**config.mk**
```make
export PLATFORM = sky130hd
export DESIGN_NAME = disk_image_header_decoder
export DESIGN_NICKNAME = d
export VERILOG_FILES = /design/src/dihd_pkg.sv /design/src/dihd_collect.sv /design/src/dihd_decode.sv /design/src/disk_image_header_decoder.sv
export VERILOG_INCLUDE_DIRS = /design/src /design/src/src
export SDC_FILE = /design/constraint.sdc
export NUM_CORES = 1
export LEC_CHECK = 0
export ABC_AREA = 1
export CAP_MARGIN = 5
export CORE_ASPECT_RATIO = 0.7
export CORE_UTILIZATION = 50
export CTS_BUF_LIST = sky130_fd_sc_hd__clkbuf_8
export DETAILED_ROUTE_END_ITERATION = 6
export DONT_BUFFER_PORTS = 1
export PLACE_DENSITY = 0.7
export SYNTH_ARGS = -nofsm -noshare
export SYNTH_HDL_FRONTEND = slang
export SYNTH_SLANG_ARGS = --single-unit
```
**constraint.sdc**
```tcl
create_clock -name i_clk -period 3 [get_ports i_clk]
set_input_delay 0.3 -clock i_clk [delete_from_list [all_inputs] [get_ports i_clk]]
set_output_delay 0.3 -clock i_clk [all_outputs]
set_load 0.02 [all_outputs]
```
**src/disk_image_header_decoder_macros.svh**
```systemverilog
// assertion helpers for the disk image header decoder
`ifndef DISK_IMAGE_HEADER_DECODER_MACROS_SVH
`define DISK_IMAGE_HEADER_DECODER_MACROS_SVH

// condition and consequence in the same cycle
`define DIHD_ASSERT_NOW(label, clk, rst_n, pre, post, msg) \
    label: assert property (@(posedge clk) disable iff (!rst_n) (pre) |-> (post)) \
        else $error(msg);

// consequence in the cycle after the condition
`define DIHD_ASSERT_NEXT(label, clk, rst_n, pre, post, msg) \
    label: assert property (@(posedge clk) disable iff (!rst_n) (pre) |=> (post)) \
        else $error(msg);

`endif

```
**src/dihd_pkg.sv**
```systemverilog
package dihd_pkg;

    // magic bytes and flag mask
    localparam logic [7:0] MAGIC_BYTE0  = 8'h96;
    localparam logic [7:0] MAGIC_BYTE1  = 8'h02;
    localparam logic [7:0] PROTECT_MASK = 8'h20;

    // header byte positions
    localparam logic [3:0] POS_MAGIC0   = 4'd0;
    localparam logic [3:0] POS_MAGIC1   = 4'd1;
    localparam logic [3:0] POS_PARA0    = 4'd2;
    localparam logic [3:0] POS_PARA1    = 4'd3;
    localparam logic [3:0] POS_SSIZE0   = 4'd4;
    localparam logic [3:0] POS_SSIZE1   = 4'd5;
    localparam logic [3:0] POS_PARA2    = 4'd6;
    localparam logic [3:0] POS_PARA3    = 4'd7;
    localparam logic [3:0] POS_FLAGS    = 4'd8;
    localparam logic [3:0] POS_LAST     = 4'd15;

    // sector size codes
    localparam logic [2:0] SZ_128  = 3'd0;
    localparam logic [2:0] SZ_256  = 3'd1;
    localparam logic [2:0] SZ_512  = 3'd2;
    localparam logic [2:0] SZ_1K   = 3'd3;
    localparam logic [2:0] SZ_2K   = 3'd4;
    localparam logic [2:0] SZ_4K   = 3'd5;
    localparam logic [2:0] SZ_8K   = 3'd6;

    // image size constants for 256-byte sectors
    localparam logic [35:0] IMG_BOOT_PAD  = 36'd384;
    localparam logic [35:0] IMG_SD_SPECIAL = 36'd184320;

    // decode error codes
    typedef enum logic [2:0] {
        ERR_NONE        = 3'd0,
        ERR_MAGIC       = 3'd1,
        ERR_SECTOR_SIZE = 3'd2,
        ERR_IMAGE_SIZE  = 3'd3,
        ERR_COUNT       = 3'd4
    } t_err;

    // collected header fields
    typedef struct packed {
        logic        magic_good;
        logic [31:0] paragraph_count;
        logic [15:0] sector_size_word;
        logic        protect_flag;
    } t_hdr_fields;

endpackage

```
**src/dihd_collect.sv**
```systemverilog
module dihd_collect
    import dihd_pkg::*;
(
    input  logic        i_clk,
    input  logic        i_rst_n,
    input  logic        i_valid,
    output logic        o_ready,
    input  logic [7:0]  i_header_byte,
    output t_hdr_fields o_snap,
    output logic        o_snap_valid,
    input  logic        i_snap_take
);

    logic [3:0]  r_pos;
    t_hdr_fields r_hdr;
    t_hdr_fields n_hdr;
    t_hdr_fields r_snap;
    logic        r_snap_valid;
    logic        accept;

    // last byte waits only while an older header is still held
    assign o_ready = !((r_pos == POS_LAST) && r_snap_valid && !i_snap_take);
    assign accept  = i_valid && o_ready;

    // field capture per byte position
    always_comb begin
        n_hdr = r_hdr;
        unique case (r_pos)
            POS_MAGIC0: n_hdr.magic_good = (i_header_byte == MAGIC_BYTE0);
            POS_MAGIC1: n_hdr.magic_good = r_hdr.magic_good && (i_header_byte == MAGIC_BYTE1);
            POS_PARA0:  n_hdr.paragraph_count[7:0]   = i_header_byte;
            POS_PARA1:  n_hdr.paragraph_count[15:8]  = i_header_byte;
            POS_SSIZE0: n_hdr.sector_size_word[7:0]  = i_header_byte;
            POS_SSIZE1: n_hdr.sector_size_word[15:8] = i_header_byte;
            POS_PARA2:  n_hdr.paragraph_count[23:16] = i_header_byte;
            POS_PARA3:  n_hdr.paragraph_count[31:24] = i_header_byte;
            POS_FLAGS:  n_hdr.protect_flag = |(i_header_byte & PROTECT_MASK);
            default:    n_hdr = r_hdr;
        endcase
    end

    // position counter and snapshot valid
    always_ff @(posedge i_clk) begin
        if (!i_rst_n) begin
            r_pos        <= '0;
            r_snap_valid <= 1'b0;
        end else begin
            if (accept) begin
                r_pos <= r_pos + 4'd1;
            end
            if (accept && (r_pos == POS_LAST)) begin
                r_snap_valid <= 1'b1;
            end else if (i_snap_take) begin
                r_snap_valid <= 1'b0;
            end
        end
    end

    // header fields and snapshot handed to the decoder
    always_ff @(posedge i_clk) begin
        if (accept) begin
            r_hdr <= n_hdr;
            if (r_pos == POS_LAST) begin
                r_snap <= r_hdr;
            end
        end
    end

    assign o_snap       = r_snap;
    assign o_snap_valid = r_snap_valid;

endmodule

```
**src/dihd_decode.sv**
```systemverilog
`include "disk_image_header_decoder_macros.svh"

module dihd_decode
    import dihd_pkg::*;
(
    input  logic        i_clk,
    input  logic        i_rst_n,
    input  t_hdr_fields i_snap,
    input  logic        i_snap_valid,
    output logic        o_snap_take,
    output logic        o_valid,
    input  logic        i_ready,
    output logic        o_header_ok,
    output logic [2:0]  o_error_code,
    output logic [2:0]  o_sector_size_code,
    output logic [15:0] o_sector_count,
    output logic [15:0] o_sectors_per_track,
    output logic [6:0]  o_tracks_per_side,
    output logic [1:0]  o_side_count,
    output logic        o_write_protected
);

    logic        r_out_valid;
    logic        r_header_ok;
    t_err        r_error_code;
    logic [2:0]  r_sector_size_code;
    logic [15:0] r_sector_count;
    logic [15:0] r_sectors_per_track;
    logic [6:0]  r_tracks_per_side;
    logic [1:0]  r_side_count;
    logic        r_write_protected;

    logic        n_header_ok;
    t_err        n_error_code;
    logic [2:0]  n_sector_size_code;
    logic [15:0] n_sector_count;
    logic [15:0] n_sectors_per_track;
    logic [6:0]  n_tracks_per_side;
    logic [1:0]  n_side_count;
    logic        n_write_protected;

    logic [35:0] img;
    logic [36:0] img_padded;
    logic [2:0]  code;
    logic        code_ok;
    logic [3:0]  shift;
    logic [35:0] low_mask;
    logic        size_bad;
    logic [36:0] count_wide;
    logic        count_bad;
    logic [15:0] count;

    assign o_snap_take = i_snap_valid && (!r_out_valid || i_ready);

    // sector size word to size code
    always_comb begin
        code    = SZ_128;
        code_ok = 1'b1;
        unique case (i_snap.sector_size_word)
            16'h0080: code = SZ_128;
            16'h0100: code = SZ_256;
            16'h0200: code = SZ_512;
            16'h0400: code = SZ_1K;
            16'h0800: code = SZ_2K;
            16'h1000: code = SZ_4K;
            16'h2000: code = SZ_8K;
            default:  code_ok = 1'b0;
        endcase
    end

    // image size and sector count
    assign img        = {i_snap.paragraph_count, 4'b0000};
    assign img_padded = {1'b0, img} + {1'b0, IMG_BOOT_PAD};
    assign shift      = {1'b0, code} + 4'd7;
    assign low_mask   = (36'd1 << shift) - 36'd1;

    always_comb begin
        size_bad   = 1'b0;
        count_wide = '0;
        if (code == SZ_256) begin
            if (img <= IMG_BOOT_PAD) begin
                size_bad = 1'b1;
            end else if (img == IMG_SD_SPECIAL) begin
                count_wide = 37'd720;
            end else if (img_padded[7:0] != 8'd0) begin
                size_bad = 1'b1;
            end else begin
                count_wide = img_padded >> 8;
            end
        end else begin
            size_bad   = (img & low_mask) != 36'd0;
            count_wide = {1'b0, img >> shift};
        end
    end

    assign count_bad = (count_wide == 37'd0) || (count_wide[36:16] != 21'd0);
    assign count     = count_wide[15:0];

    // result fields with error priority
    always_comb begin
        n_header_ok         = 1'b0;
        n_error_code        = ERR_NONE;
        n_sector_size_code  = '0;
        n_sector_count      = '0;
        n_sectors_per_track = '0;
        n_tracks_per_side   = '0;
        n_side_count        = '0;
        n_write_protected   = 1'b0;
        priority if (!i_snap.magic_good) begin
            n_error_code = ERR_MAGIC;
        end else if (!code_ok) begin
            n_error_code = ERR_SECTOR_SIZE;
        end else if (size_bad) begin
            n_error_code = ERR_IMAGE_SIZE;
        end else if (count_bad) begin
            n_error_code = ERR_COUNT;
        end else begin
            n_header_ok         = 1'b1;
            n_sector_size_code  = code;
            n_sector_count      = count;
            n_sectors_per_track = count;
            n_tracks_per_side   = 7'd1;
            n_side_count        = 2'd1;
            n_write_protected   = i_snap.protect_flag;
            // known layouts
            if ((code == SZ_128) || (code == SZ_256)) begin
                unique case (count)
                    16'd720: begin
                        n_sectors_per_track = 16'd18;
                        n_tracks_per_side   = 7'd40;
                    end
                    16'd1040: begin
                        n_sectors_per_track = 16'd26;
                        n_tracks_per_side   = 7'd40;
                    end
                    16'd1440: begin
                        n_sectors_per_track = 16'd18;
                        n_tracks_per_side   = 7'd40;
                        n_side_count        = 2'd2;
                    end
                    16'd2880: begin
                        n_sectors_per_track = 16'd18;
                        n_tracks_per_side   = 7'd80;
                        n_side_count        = 2'd2;
                    end
                    16'd5760: begin
                        n_sectors_per_track = 16'd36;
                        n_tracks_per_side   = 7'd80;
                        n_side_count        = 2'd2;
                    end
                    default: begin
                        n_sectors_per_track = count;
                    end
                endcase
            end else if (code == SZ_512) begin
                unique case (count)
                    16'd720: begin
                        n_sectors_per_track = 16'd9;
                        n_tracks_per_side   = 7'd80;
                    end
                    16'd1440: begin
                        n_sectors_per_track = 16'd9;
                        n_tracks_per_side   = 7'd80;
                        n_side_count        = 2'd2;
                    end
                    16'd2880: begin
                        n_sectors_per_track = 16'd18;
                        n_tracks_per_side   = 7'd80;
                        n_side_count        = 2'd2;
                    end
                    default: begin
                        n_sectors_per_track = count;
                    end
                endcase
            end
        end
    end

    // result valid
    always_ff @(posedge i_clk) begin
        if (!i_rst_n) begin
            r_out_valid <= 1'b0;
        end else if (o_snap_take) begin
            r_out_valid <= 1'b1;
        end else if (i_ready) begin
            r_out_valid <= 1'b0;
        end
    end

    // result register
    always_ff @(posedge i_clk) begin
        if (o_snap_take) begin
            r_header_ok         <= n_header_ok;
            r_error_code        <= n_error_code;
            r_sector_size_code  <= n_sector_size_code;
            r_sector_count      <= n_sector_count;
            r_sectors_per_track <= n_sectors_per_track;
            r_tracks_per_side   <= n_tracks_per_side;
            r_side_count        <= n_side_count;
            r_write_protected   <= n_write_protected;
        end
    end

    assign o_valid             = r_out_valid;
    assign o_header_ok         = r_header_ok;
    assign o_error_code        = r_error_code;
    assign o_sector_size_code  = r_sector_size_code;
    assign o_sector_count      = r_sector_count;
    assign o_sectors_per_track = r_sectors_per_track;
    assign o_tracks_per_side   = r_tracks_per_side;
    assign o_side_count        = r_side_count;
    assign o_write_protected   = r_write_protected;

    // a good result carries no error code and a real geometry
    `DIHD_ASSERT_NOW(a_ok_consistent, i_clk, i_rst_n,
        r_out_valid && r_header_ok,
        (r_error_code == ERR_NONE) && (r_sector_count != 16'd0) && (r_side_count != 2'd0),
        "good result with error code or empty geometry")
    // a failed result carries an error code and zeroed fields
    `DIHD_ASSERT_NOW(a_err_consistent, i_clk, i_rst_n,
        r_out_valid && !r_header_ok,
        (r_error_code != ERR_NONE) && (r_sector_count == 16'd0) && (r_side_count == 2'd0),
        "failed result without error code or with geometry")
    // a held header is not dropped while the result register is busy
    `DIHD_ASSERT_NEXT(a_snap_kept, i_clk, i_rst_n,
        i_snap_valid && !o_snap_take,
        i_snap_valid,
        "pending header lost before transfer into result register")
    // a taken header always shows up as a result
    `DIHD_ASSERT_NEXT(a_take_shows, i_clk, i_rst_n,
        o_snap_take,
        r_out_valid,
        "header taken but no result presented")

endmodule

```
**src/disk_image_header_decoder.sv**
```systemverilog
// disk image header decoder
// input channel: i_valid / o_ready with i_header_byte, the 16 header bytes
//   of one image in order; a header follows the previous one directly
// output channel: o_valid / i_ready with one decode result per header,
//   presented after the last header byte (byte 15)
// throughput: one header byte per cycle while o_ready is high
// the result is registered: the header snapshot loads at the transfer of
//   byte 15, and the decode logic fills the result register from the
//   snapshot once the result register is free
// a stalled receiver holds the result; the next header is still taken in
//   while the previous one waits in the snapshot stage, and only byte 15
//   of a further header waits for the result register to free up
// on error o_header_ok is low, o_error_code gives the first failing check
//   and every other field is zero
// reset (i_rst_n low, synchronous) returns the byte position to 0 and
//   drops any pending or presented result
module disk_image_header_decoder
    import dihd_pkg::*;
(
    input  logic        i_clk,
    input  logic        i_rst_n,
    input  logic        i_valid,
    output logic        o_ready,
    input  logic [7:0]  i_header_byte,
    output logic        o_valid,
    input  logic        i_ready,
    output logic        o_header_ok,
    output logic [2:0]  o_error_code,
    output logic [2:0]  o_sector_size_code,
    output logic [15:0] o_sector_count,
    output logic [15:0] o_sectors_per_track,
    output logic [6:0]  o_tracks_per_side,
    output logic [1:0]  o_side_count,
    output logic        o_write_protected
);

    t_hdr_fields snap;
    logic        snap_valid;
    logic        snap_take;

    // byte collection and header snapshot
    dihd_collect u_collect (
        .i_clk         (i_clk),
        .i_rst_n       (i_rst_n),
        .i_valid       (i_valid),
        .o_ready       (o_ready),
        .i_header_byte (i_header_byte),
        .o_snap        (snap),
        .o_snap_valid  (snap_valid),
        .i_snap_take   (snap_take)
    );

    // decode and result register
    dihd_decode u_decode (
        .i_clk               (i_clk),
        .i_rst_n             (i_rst_n),
        .i_snap              (snap),
        .i_snap_valid        (snap_valid),
        .o_snap_take         (snap_take),
        .o_valid             (o_valid),
        .i_ready             (i_ready),
        .o_header_ok         (o_header_ok),
        .o_error_code        (o_error_code),
        .o_sector_size_code  (o_sector_size_code),
        .o_sector_count      (o_sector_count),
        .o_sectors_per_track (o_sectors_per_track),
        .o_tracks_per_side   (o_tracks_per_side),
        .o_side_count        (o_side_count),
        .o_write_protected   (o_write_protected)
    );

endmodule

```
==> results by group <==
Floorplan
  – Die Area: 17500 um^2
  – Die width: 158 um
  – Die height: around 110 um
  – Effective utilization at floorplan: 0.516
  – Number of placement rows: 39
  – Number of top-level pins: 63
  – Standard cell core area: between 15000 and 20000 um^2

Setup path
  – Data arrival time of the critical path: 3.46 ns
  – Data required time at the worst endpoint: about 3.2 ns
  – List of cells traversed by the critical path: nor2_2 -> nand2_1 -> inv_1 -> nand3_2 -> buf_6 -> nand3_4 -> buf_6 -> nand3_2 -> nand3_2 -> nand3_2 -> nor2_4 -> nand2_4 -> buf_6 -> nor2_4 -> nand2_2 -> nand2_2 -> nand2_2 -> nand3_2 -> nand2_2 -> nand2_4 -> buf_12 -> nor2_2
  – Maximum net fanout on the critical path: 8
  – Crit Reg-Reg Startpoint: u_collect.o_snap[12]
  – Critical path launch point type: flop
  – Capture instance of the worst register-to-register path: u_decode.o_sectors_per_track[10]
  – Worst stage delay on the critical path: around 0.45 ns
  – Crit path top cell by count: sky130_fd_sc_hd__nand3_2
  – Sort of element at the end of the critical path: flop
  – Kind of critical path: flop to flop
  – Setup slack on the worst flop-to-flop path: -0.22 ns
  – Path depth of the worst reg2reg path: 22
  – Critical Path Slowest Stage Cell: sky130_fd_sc_hd__edfxtp_1

Route
  – Vias post-DR: 7876
  – Drt via density: 5.48
  – Number of iterations in the first detailed-routing pass: 6
  – Post-detailed-route DRC marker count: 0
  – Drt wl/cell: 18.5 um
  – Violation count after the first detailed-routing iteration: 991
  – Count of nets left with antenna violations after detail routing: 0
  – WL final: 26600 um

Timing
  – Slew Limit Fails: 0
  – Final min period: 3.22 ns
  – Setup Viol. Count Final: 34
  – Max Clock Freq: a little over 0.3 GHz
  – Slack of the critical path: -0.223 ns
  – Final hold violation count: 0
  – Setup TNS: -3.03 ns
  – Relative slew slack: 0.212
  – Worst Tran Pin Value: 1.17 ns
  – Clock tree skew after final layout: 0.0149 ns
  – Portion of the clock cycle consumed by the worst path in the final layout: 1.07
  – Setup repair after global routing missed its margin: yes

Synthesis
  – Synthesized instance count: 976
  – Count of warnings emitted by yosys: 0
  – Summed instance area of the synthesized netlist: 8510 um^2
  – Count of state elements after synthesis: 151
  – Portion of the post-synthesis area used by sequential elements: 0.526
  – Count of unique library cells instantiated by Yosys: between 40 and 50
  – Average cell area after synthesis: 8.72 um^2

Power and ir drop
  – Switching share of total power: 0.228
  – Leakage power summed over all cells: 0.00485 uW
  – Switching pwr: 915 uW
  – Sequential group share of total power: 0.573
  – Internal power: 3100 uW
  – Design Power: 4020 uW
  – Part of the total power dissipated in the clock network: 0.413
  – Peak supply drop: 0.257 mV
  – Share of total power in combinational logic: 0.015
  – Pwr per Cell Area: 352 nW/um^2

Layout
  – Number of cells in the finished layout apart from fillers: approximately 1400
  – Final instance area: 11400 um^2
  – Fraction of final layout cells with drive strength greater than 1: 0.353
  – Area added between synthesis and finish: 34.0%
  – Diodes inserted: 0
  – Net count, final: 1216

Placed design
  – Post-Place Setup Slack: -0.487 ns
  – Post-detailed-placement cell area: 10100 um^2
  – Number of instances in the placed design: 1367
  – DP Wirelength: approximately 20000 um
  – Routability-driven placement congestion ratio: 0.986
  – Port bufs: 0

Global route
  – Global-route track usage on met3: 0.0860
  – GR Overflow Total: 0
  – Met1 capacity usage during global routing: 0.490
  – Number of global-route vias before repair: 7594
  – GR met2 Demand/Resource: 0.445
  – GRT Max-Usage Layer: met1
  – Maximum number of pins on one net before global-route repair: 52
  – Total routing resource utilization after global routing: 0.320
  – Global-route wire length before repair: 41600 um
  – Initial antenna violation count: 0

Job
  – Maxcap violations: 0

Hold path
  – WHS Path Cells: 2
  – Worst Hold Path EP: u_collect.r_hdr[49]
  – Hold/Removal Path Class: input pin to flop
  – Startpoint of the worst hold path: i_header_byte[1]

Clocking
  – CTS max path bufs: 2
  – H-tree lvl count: 4
  – TritonCTS clock tree: yes
  – Clock sink count: 151
  – Clock transition at the register clock pins on the worst setup and hold paths after CTS: 0.09 ns
  – Number of buffers inserted during clock tree synthesis: 17
  – Clock latency on the worst-skew pair: 0.48 ns
  – CTS root buf: sky130_fd_sc_hd__clkbuf_8

Status
  – Violated checks: setup timing
  – Outcome: complete, but fails checks
power groups by stage:
stage               sequential (uW)  combinational, uW  clock [uW]
global route                   2300               65.1        1760
global placement               2350               31.0           0
floorplan                      2350               27.7           0
finish                         2300               59.1        1660
CTS                            2300               57.6        1670
detailed placement             2350               33.5           0
cell families after synthesis:
| logic type | share of synthesized area |
|---|---|
| compound gates | 0.0256 |
| fa+ha+maj | 0.00882 |
| other cells | 0.000883 |
| flops | 0.526 |
| xor+xnor | 0.0103 |
| simple gates | 0.352 |
| buf+inv | 0.0765 |
worst max path at each step:
| stage | from | endpoint | cells after the start |
|---|---|---|---|
| 5_1_grt | u_collect.o_snap[2] | u_decode.o_sectors_per_track[10] | 22 |
| 6_report | u_collect.o_snap[12] | u_decode.o_sectors_per_track[10] | 22 |
| 3_3_place_gp | u_collect.o_snap[6] | u_decode.o_sectors_per_track[12] | 21 |
| 2_1_floorplan | u_collect.o_snap[12] | u_decode.o_sectors_per_track[10] | 20 |
| 4_1_cts | u_collect.o_snap[6] | u_decode.o_sectors_per_track[10] | 23 |
| 3_5_place_dp | u_collect.o_snap[6] | u_decode.o_sectors_per_track[9] | 21 |
layout by cell type, fill, tap and decap left out, types with 21 or more instances in the layout:
master | netlist | routed
sky130_fd_sc_hd__nand4_1 | 25 | 25
sky130_fd_sc_hd__buf_4 | 10 | 196
sky130_fd_sc_hd__edfxtp_1 | 145 | 145
sky130_fd_sc_hd__nand3_1 | 141 | 91
sky130_fd_sc_hd__inv_1 | 111 | 110
sky130_fd_sc_hd__nor2_2 | 24 | 44
sky130_fd_sc_hd__nand3_2 | 18 | 66
sky130_fd_sc_hd__nor2_1 | 141 | 110
sky130_fd_sc_hd__nor2_4 | 10 | 21
sky130_fd_sc_hd__nand2_1 | 214 | 204
through the flow:
stage,hold slack (ns),util
after detailed placement,0.399,0.612
after CTS,0.0526,0.677
after global placement,0.399,0.612
after global routing,0.0669,0.691
after floorplan,0.399,-
final,0.0698,0.691
critical path: cells and delay by family, from the launching register on:
family	cells	cell delay, ns
flops	1	0.45
buf+inv	5	0.71
simple gates	17	1.82
routing by layer:
metal / up-vias / share of wire
met5: - / 0
met4: 0 / 0.013
met3: 36 / 0.11
met2: 429 / 0.41
met1: 3699 / 0.46
li1: 3712 / -
flip-flops by register name (all words and copies together) (netlist names):
register,cells
u_collect.o_snap_valid,1
u_collect.r_pos,4
u_decode.o_tracks_per_side,3
u_decode.o_write_protected,1
u_collect.r_hdr,50
u_decode.o_valid,1
u_decode.o_header_ok,1
u_collect.o_snap,50
u_decode.o_sector_count,16
u_decode.o_side_count,2
u_decode.o_error_code,3
u_decode.o_sector_size_code,3
u_decode.o_sectors_per_track,16
cell type report:
| class | instances | area (um^2) |
|---|---|---|
| Clock inverter | 14 | 168 |
| Multi-Input combinational cell | 683 | 3900 |
| Tap cell | 225 | 282 |
| Clock buffer | 18 | 248 |
| Inverter | 119 | 449 |
| Fill cell | 1290 | 5090 |
| Timing Repair Buffer | 226 | 1880 |
| Sequential cell | 151 | 4470 |
cell usage after synthesis, drive strengths merged:
| cell | instances | area (um^2) |
|---|---|---|
| a2111oi | 1 | 8.76 |
| a211oi | 2 | 15.0 |
| a21boi | 1 | 7.51 |
| a21oi | 9 | 45.0 |
| a31o | 1 | 8.76 |
| a31oi | 1 | 6.26 |
| and3 | 2 | 12.5 |
| buf | 24 | 198 |
| clkbuf | 1 | 3.75 |
| conb | 2 | 7.51 |
| dfxtp | 6 | 120 |
| edfxtp | 145 | 4350 |
| ha | 6 | 75.1 |
| inv | 119 | 449 |
| nand2 | 227 | 900 |
| nand3 | 161 | 921 |
| nand3b | 3 | 22.5 |
| nand4 | 26 | 169 |
| nor2 | 176 | 812 |
| nor3 | 24 | 120 |
| nor4 | 5 | 31.3 |
| o2111ai | 1 | 8.76 |
| o211ai | 2 | 15.0 |
| o21ai | 19 | 95.1 |
| o31ai | 1 | 7.51 |
| or3 | 1 | 6.26 |
| xnor2 | 1 | 8.76 |
| xor2 | 9 | 78.8 |
what timing repair did:
item                                   4_1_cts  5_1_grt
setup buffers                               22        5
resized for setup                           91       47
pin swaps                                   36       16
gates cloned                                 1        0
endpoints found under the hold margin       55        0
setup endpoints to repair                   43       43
hold buffers                                 9        0
No activity file was read; power rests on OpenSTA's default activity.
